<file path="src/rtl/core/cdd_pkg.sv">
// Shared widths, types and register indexes of the contact disc distance block.
package cdd_pkg;

   // Fixed-point widths
   localparam int POS_W   = 32;              // Q16.16 positions
   localparam int UNIT_W  = 16;              // Q1.14 unit components
   localparam int RADIUS_W = 31;             // unsigned Q15.16 radius
   localparam int ORI_W   = 15;              // orientation distance, Q1.14
   localparam int OUT_W   = 40;              // Q24.16 distances
   localparam int CSR_W   = 32;              // config write data
   localparam int CSR_IDX_W = 3;

   // Square root datapath: radicand and root widths
   localparam int ROOT_W  = 36;
   localparam int RAD_W   = 2 * ROOT_W;
   localparam int REM_W   = ROOT_W + 3;

   // Orientation constant: one in Q1.14
   localparam logic [ORI_W-1:0] ONE_Q14 = 15'd16384;

   // Config register indexes
   typedef enum logic [CSR_IDX_W-1:0] {
      CSR_CENTER_X = 3'd0,
      CSR_CENTER_Y = 3'd1,
      CSR_CENTER_Z = 3'd2,
      CSR_NORMAL_X = 3'd3,
      CSR_NORMAL_Y = 3'd4,
      CSR_NORMAL_Z = 3'd5,
      CSR_RADIUS   = 3'd6
   } csr_index_type;

   // Data that rides along with a radicand through a root pipeline
   typedef struct packed {
      logic [RAD_W-1:0] aux;       // term added after the first root
      logic             op;        // 1: distance to projection point
      logic [ORI_W-1:0] orient;    // orientation distance
   } side_type;

endpackage

</file>
<file path="src/rtl/core/cdd_excess.sv">
// Excess over the disc radius and second radicand.
module cdd_excess (
   input  logic                                clock,
   input  logic                                reset,
   input  logic                                in_valid,
   input  logic [cdd_pkg::ROOT_W-1:0]          in_planar,
   input  cdd_pkg::side_type                   in_side,
   input  logic [cdd_pkg::RADIUS_W-1:0]        disc_radius,
   output logic                                out_valid,
   output logic [cdd_pkg::RAD_W-1:0]           out_rad,
   output cdd_pkg::side_type                   out_side
);

   logic                        vld1_ff, vld2_ff, vld3_ff;
   logic [cdd_pkg::ROOT_W-1:0]  xy_ff;
   logic [cdd_pkg::RAD_W-1:0]   xy2_ff, rad_ff;
   cdd_pkg::side_type           side1_ff, side2_ff, side3_ff;
   logic [cdd_pkg::ROOT_W-1:0]  radius_ext;

   assign radius_ext = cdd_pkg::ROOT_W'(disc_radius);

   always_ff @(posedge clock) begin
      // in-plane excess; zero for the projection case
      if (!in_side.op && (in_planar > radius_ext)) begin
         xy_ff <= in_planar - radius_ext;
      end else begin
         xy_ff <= '0;
      end
      side1_ff <= in_side;
      // square of the excess
      xy2_ff   <= cdd_pkg::RAD_W'(xy_ff) * cdd_pkg::RAD_W'(xy_ff);
      side2_ff <= side1_ff;
      // add the normal offset squared (or the full squared length)
      rad_ff          <= xy2_ff + side2_ff.aux;
      side3_ff.op     <= side2_ff.op;
      side3_ff.orient <= side2_ff.orient;
      side3_ff.aux    <= '0;
      if (reset) begin
         vld1_ff <= 1'b0;
         vld2_ff <= 1'b0;
         vld3_ff <= 1'b0;
      end else begin
         vld1_ff <= in_valid;
         vld2_ff <= vld1_ff;
         vld3_ff <= vld2_ff;
      end
   end

   assign out_valid = vld3_ff;
   assign out_rad   = rad_ff;
   assign out_side  = side3_ff;

endmodule

</file>
<file path="config.mk">
export PLATFORM = sky130hd
export DESIGN_NAME = cdd_excess
export DESIGN_NICKNAME = d
export VERILOG_FILES = /design/src/rtl/core/cdd_pkg.sv /design/src/rtl/core/cdd_excess.sv
export SDC_FILE = /design/constraint.sdc
export NUM_CORES = 2
export LEC_CHECK = 0
export ABC_CLOCK_PERIOD_IN_PS = 10300
export CAP_MARGIN = 5
export CORE_MARGIN = 10
export CORE_UTILIZATION = 40
export CTS_BUF_LIST = sky130_fd_sc_hd__clkbuf_8 sky130_fd_sc_hd__clkbuf_16
export CTS_CLUSTER_DIAMETER = 200
export DETAILED_ROUTE_END_ITERATION = 10
export DONT_BUFFER_PORTS = 1
export HOLD_SLACK_MARGIN = 0.15
export PLACE_DENSITY = 0.5
export SLEW_MARGIN = 30
export SYNTH_ARGS = -nofsm -noshare
export SYNTH_HDL_FRONTEND = slang
export SYNTH_SLANG_ARGS = --single-unit
export TNS_END_PERCENT = 100
</file>
<file path="constraint.sdc">
create_clock -name clock -period 10.3 [get_ports clock]
set_input_delay 0 -clock clock [delete_from_list [all_inputs] [get_ports clock]]
set_output_delay 0 -clock clock [all_outputs]
set_load 0.01 [all_outputs]
</file>
## Word-level counts from Yosys, hierarchy flattened

Index checks and enable logic that the tools add are counted.

| storage, ports and cells | value |
|---|---|
| register bits | 375 |
| latch bits | 0 |
| memory bits (writable) | 0 |
| memory bits (read-only) | 0 |
| bits of input ports | 158 |
| output and inout port bits | 161 |
| word-level logic and storage cells | 20 |
| memories kept | 0 |

| operators by class | value |
|---|---|
| add/subtract/negate cells | 2 |
| $mul | 1 |
| divide/modulo/power cells | 0 |
| magnitude comparators | 1 |
| eq/ne operators | 0 |
| shift-type cells | 0 |
| multiplexer cells | 0 |
| bitwise operators | 0 |
| reduce and logical (&&, ||, !) cells | 2 |

Operators with widths:

| cell | count |
|---|---|
| $add 72x72->72 | 1 |
| $mul 36x36->72 | 1 |
| $gt 36x31->1 | 1 |
| $sub 36x31->36 | 1 |
| $logic_and 1x1->1 | 1 |
| $logic_not 1->1 | 1 |

## Depth between registers and ports, before layout

| depth | value |
|---|---|
| depth in word-level cells | 2 |
| mapped depth | 31 |

## Worst setup path before layout

OpenSTA, ideal clock, no wires.

| timing | value |
|---|---|
| kind | reg2reg |
| from | register xy_ff[5] (netlist name) |
| to | register xy2_ff[70] (netlist name) |
| data arrival time | 7.477 ns |
| data required time | 10.228 ns |
| setup slack | 2.751 ns |
| stages on the path, launching flop included | 28 |
| buffers on the path | 2 |
| period minus slack after synthesis | 7.549 ns |
| path through | dfxtp_1 -> clkbuf_1 -> clkbuf_1 -> nand2_1 -> fa_1 -> fa_1 -> inv_1 -> fa_1 -> inv_1 -> fa_1 -> fa_1 -> inv_1 -> fa_1 -> fa_1 -> inv_1 -> fa_1 -> inv_1 -> ha_1 -> a21o_1 -> a21o_1 -> a21oi_1 -> o21ai_1 -> a211o_1 -> a41o_1 -> o32ai_2 -> o21ai_2 -> a311oi_2 -> xnor2_1 |

| on the way | value |
|---|---|
| longest elaborated chain between the ends | 1 |

RTL lines:

| item | line | text |
|---|---|---|
| start: declaration | cdd_excess.sv:15 | `logic [cdd_pkg::ROOT_W-1:0] xy_ff;` |
| start signal: assignment | cdd_excess.sv:25 | `xy_ff <= in_planar - radius_ext;` |
| $mul 36x36->72 | cdd_excess.sv:31 | `xy2_ff <= cdd_pkg::RAD_W'(xy_ff) * cdd_pkg::RAD_W'(xy_ff);` |
| end signal: assignment | cdd_excess.sv:31 |  |
| end: declaration | cdd_excess.sv:16 | `logic [cdd_pkg::RAD_W-1:0] xy2_ff, rad_ff;` |

No other way between the ends.
A chain may end at the register's enable or synchronous reset.

## Worst setup path after layout

| timing | value |
|---|---|
| from | register xy_ff[3] (netlist name) |
| to | register xy2_ff[51] (netlist name) |

The elaborated chain is that of the path after synthesis.

==> impl_metrics.py <==
metrics = {
    "place": {
        "gp_congestion": 0.893,
        "port_buffers": 0,
        "hpwl_um": 121000,
    },
    "synthesis": {
        "synth_common_cells": "1392 x inv_1, 1041 x fa_1, 473 x nand2_1, 410 x ha_1, 374 x dfxtp_1",
        "synth_edf_count": 0,
        "syn_area_um2": 51200,
        "yosysSeqAreaShare_pct": 14.6,
        "yosys_warnings": 0,
        "ys_seq_elements": 374,
        "synth_top_area_cell": "fa_1",
        "avgSynthCellArea_um2": 9.43,
        "yosysMostFrequentCell": "inv_1",
        "synth_cell_type_count": 90,
        "netlist_instances": 5423,
        "ys.flop_type": "dfxtp_1",
        "yosys-top-cells-area": "fa_1 41%, dfxtp_1 15%, inv_1 10%",
        "synth_top_area_share_pct": 40.7,
        "postSynth.asyncResetShare_pct": 0,
    },
    "hold_path": {
        "hold_depth": 5,
        "hold_path.class": "in -> reg",
        "whs_endpoint": "xy_ff[18]",
        "min-delay-start": "disc_radius[17]",
    },
    "cells_and_area": {
        "seqCellArea_um2": 7490,
        "multi_input_area_um2": 37400,
        "syn_to_final_growth_pct": 11.3,
        "layout.nets": 7232,
        "antenna_cells": 0,
        "fillers": 12400,
        "drive_gt1_share_pct": 3.24,
    },
    "run_status": {
        "outcome": "finished, final reports clean",
    },
    "clock_network": {
        "hold_buffers": 296,
        "cts.clk_slew.worst_paths_ns": 0.07,
        "clk_latency_ns": 0.60,
        "cts_setup_buffers": 0,
        "cts.sinks": 374,
        "root_buffer": "clkbuf_16",
        "cts_max_level": 2,
        "cts_buffers": 40,
        "cts_tree": "yes",
        "cts_resized": 0,
        "clock_path_buffers": 3,
    },
    "drt": {
        "drtPass1Iterations": 7,
        "antenna_left": 0,
        "routed_wl_um": 149000,
        "routed_via_density": 4.87,
        "drc": 0,
        "drt-initial-drc-count": 1960,
        "post_drt_wl_per_cell_um": 20.4,
        "vias": 35600,
    },
    "critical_path": {
        "timing_worst_setup_path_type": "reg -> reg",
        "reg2reg_to": "xy2_ff[51]",
        "end_kind": "flop",
        "cp-startpoint": "xy_ff[3]",
        "reg2reg_depth": 26,
        "worstReg2RegStart": "xy_ff[3]",
        "required_ns": 10.77,
        "worstPathMaxFanout": 19,
        "ff2ff_setup_slack_ns": 1.66,
        "crit_path_start_kind": "flop",
        "critPathArrivalTime_ns": 9.11,
    },
    "die": {
        "chipWidth_um": 378,
        "rows": 131,
        "core_um2": 127000,
        "initial_utilization_pct": 40.2,
        "fp.dieH_um": 378,
        "die-area_um2": 143000,
        "ios": 319,
    },
    "sta": {
        "finalSetupTns_ns": 0,
        "slew_violations": 0,
        "period_minus_slack_ns": 8.64,
        "slew_headroom_pct": 31.7,
        "period_share_pct": 83.9,
        "rsz0062_at_grt": "false",
        "setup-violations-final": 0,
        "tightest_slew_ns": 1.02,
        "max_freq_mhz": 116,
        "hold_violations": 0,
        "fin_skew_ns": 0.0334,
    },
    "global_routing": {
        "grt_pass1_wl_um": 237000,
        "grt_pass1_vias": 39900,
        "gr-total-overflow": 0,
        "grt_max_degree": 38,
        "track_usage_pct": 21.4,
        "antenna_found_initial": 1,
    },
    "job": {
        "max_cap_violations": 0,
    },
}
==> worst max-delay path by stage <==
stage / end / cells after the start
2_1_floorplan: xy2_ff[70] / 27
3_3_place_gp: xy2_ff[51] / 27
3_5_place_dp: xy2_ff[71] / 26
4_1_cts: xy2_ff[71] / 26
5_1_grt: xy2_ff[71] / 26
6_report: xy2_ff[51] / 26
==> worst max-delay path, cell delays in order (launching register included) <==
cell and delay [ns]:
dfxtp_1 0.93, buf_4 0.47, nand2_1 0.17, fa_1 0.48, fa_1 0.56, inv_1 0.05
fa_1 0.47, inv_1 0.05, fa_1 0.52, inv_1 0.06, fa_1 0.51, inv_1 0.06
fa_1 0.53, inv_1 0.05, fa_1 0.48, inv_1 0.05, fa_1 0.48, inv_1 0.04
ha_1 0.45, nand2_1 0.17, nor3b_1 0.28, o22ai_2 0.17, a211oi_1 0.45, o2111ai_2 0.31
a21oi_1 0.39, a21oi_1 0.15, xnor2_1 0.13
==> logic make-up after synthesis <==
family                     synth area share, %
DFF                                       14.6
adders and majority gates                 50.8
and+or+nand+nor                           10.6
other                                  0.00733
AOI/OAI and AO/OA                         8.05
xor gates and xnor gates                  3.00
muxes                                    0.105
buffers and inverters                     12.8
==> registers in the layout, indices dropped and copies added, names as in the netlist <==
signal and flops:
xy_ff 36, side2_ff 88, vld1_ff 1, out_rad 72
side1_ff 88, vld2_ff 1, out_valid 1, out_side 16
xy2_ff 71
==> stage by stage <==
stage / area (µm²) / worst slack (ns) / hold WS (ns) / std cells / utilization (%)
6_report: 56900 / 1.66 / 0.201 / 7313 / 44.7
5_1_grt: 56900 / 1.28 / 0.252 / 7313 / 44.7
4_1_cts: 56900 / 1.66 / 0.152 / 7313 / 44.7
3_5_place_dp: 52600 / 1.70 / 0.0278 / 6947 / 41.3
3_3_place_gp: 52600 / 1.67 / 0.0278 / 6947 / 41.3
2_1_floorplan: 51400 / 2.75 / 0.0277 / 5494 / -
==> layer usage <==
layer  vias to the layer above  track usage [%]  wire length (µm)  share of wire [%]
met5                         -                0                 0                  0
met4                         0             4.68              3410                2.3
met3                       132             3.00              7570                5.1
met2                       815             35.2             69300                 46
met1                     18100             29.7             69200                 46
li1                      16600                -                 -                  -
==> layout by cell type (no fill, tap or decap), drive strengths merged, types with 44 or more instances in the layout <==
cell type,count
inv,1403
fa,1041
nand2,473
ha,410
dfxtp,374
dlygate4sd3,296
and2,228
a21oi,198
nor2,170
a21o,129
o21ai,120
xnor2,107
conb,72
xor2,68
nor3,56
buf,55
clkbuf,46
nand4,44
==> final cells by class <==
type,instances,share of cell area [%]
Tap cell,1662,3.65
Multi-Input combinational cell,3455,65.6
Timing Repair Buffer,351,5.97
Clock inverter,24,0.455
Clock buffer,46,1.92
Inverter,1401,9.23
Sequential cell,374,13.2
Power is not shown: default switching activity piles up to over one toggle a cycle in this logic, so the estimate is an artifact.
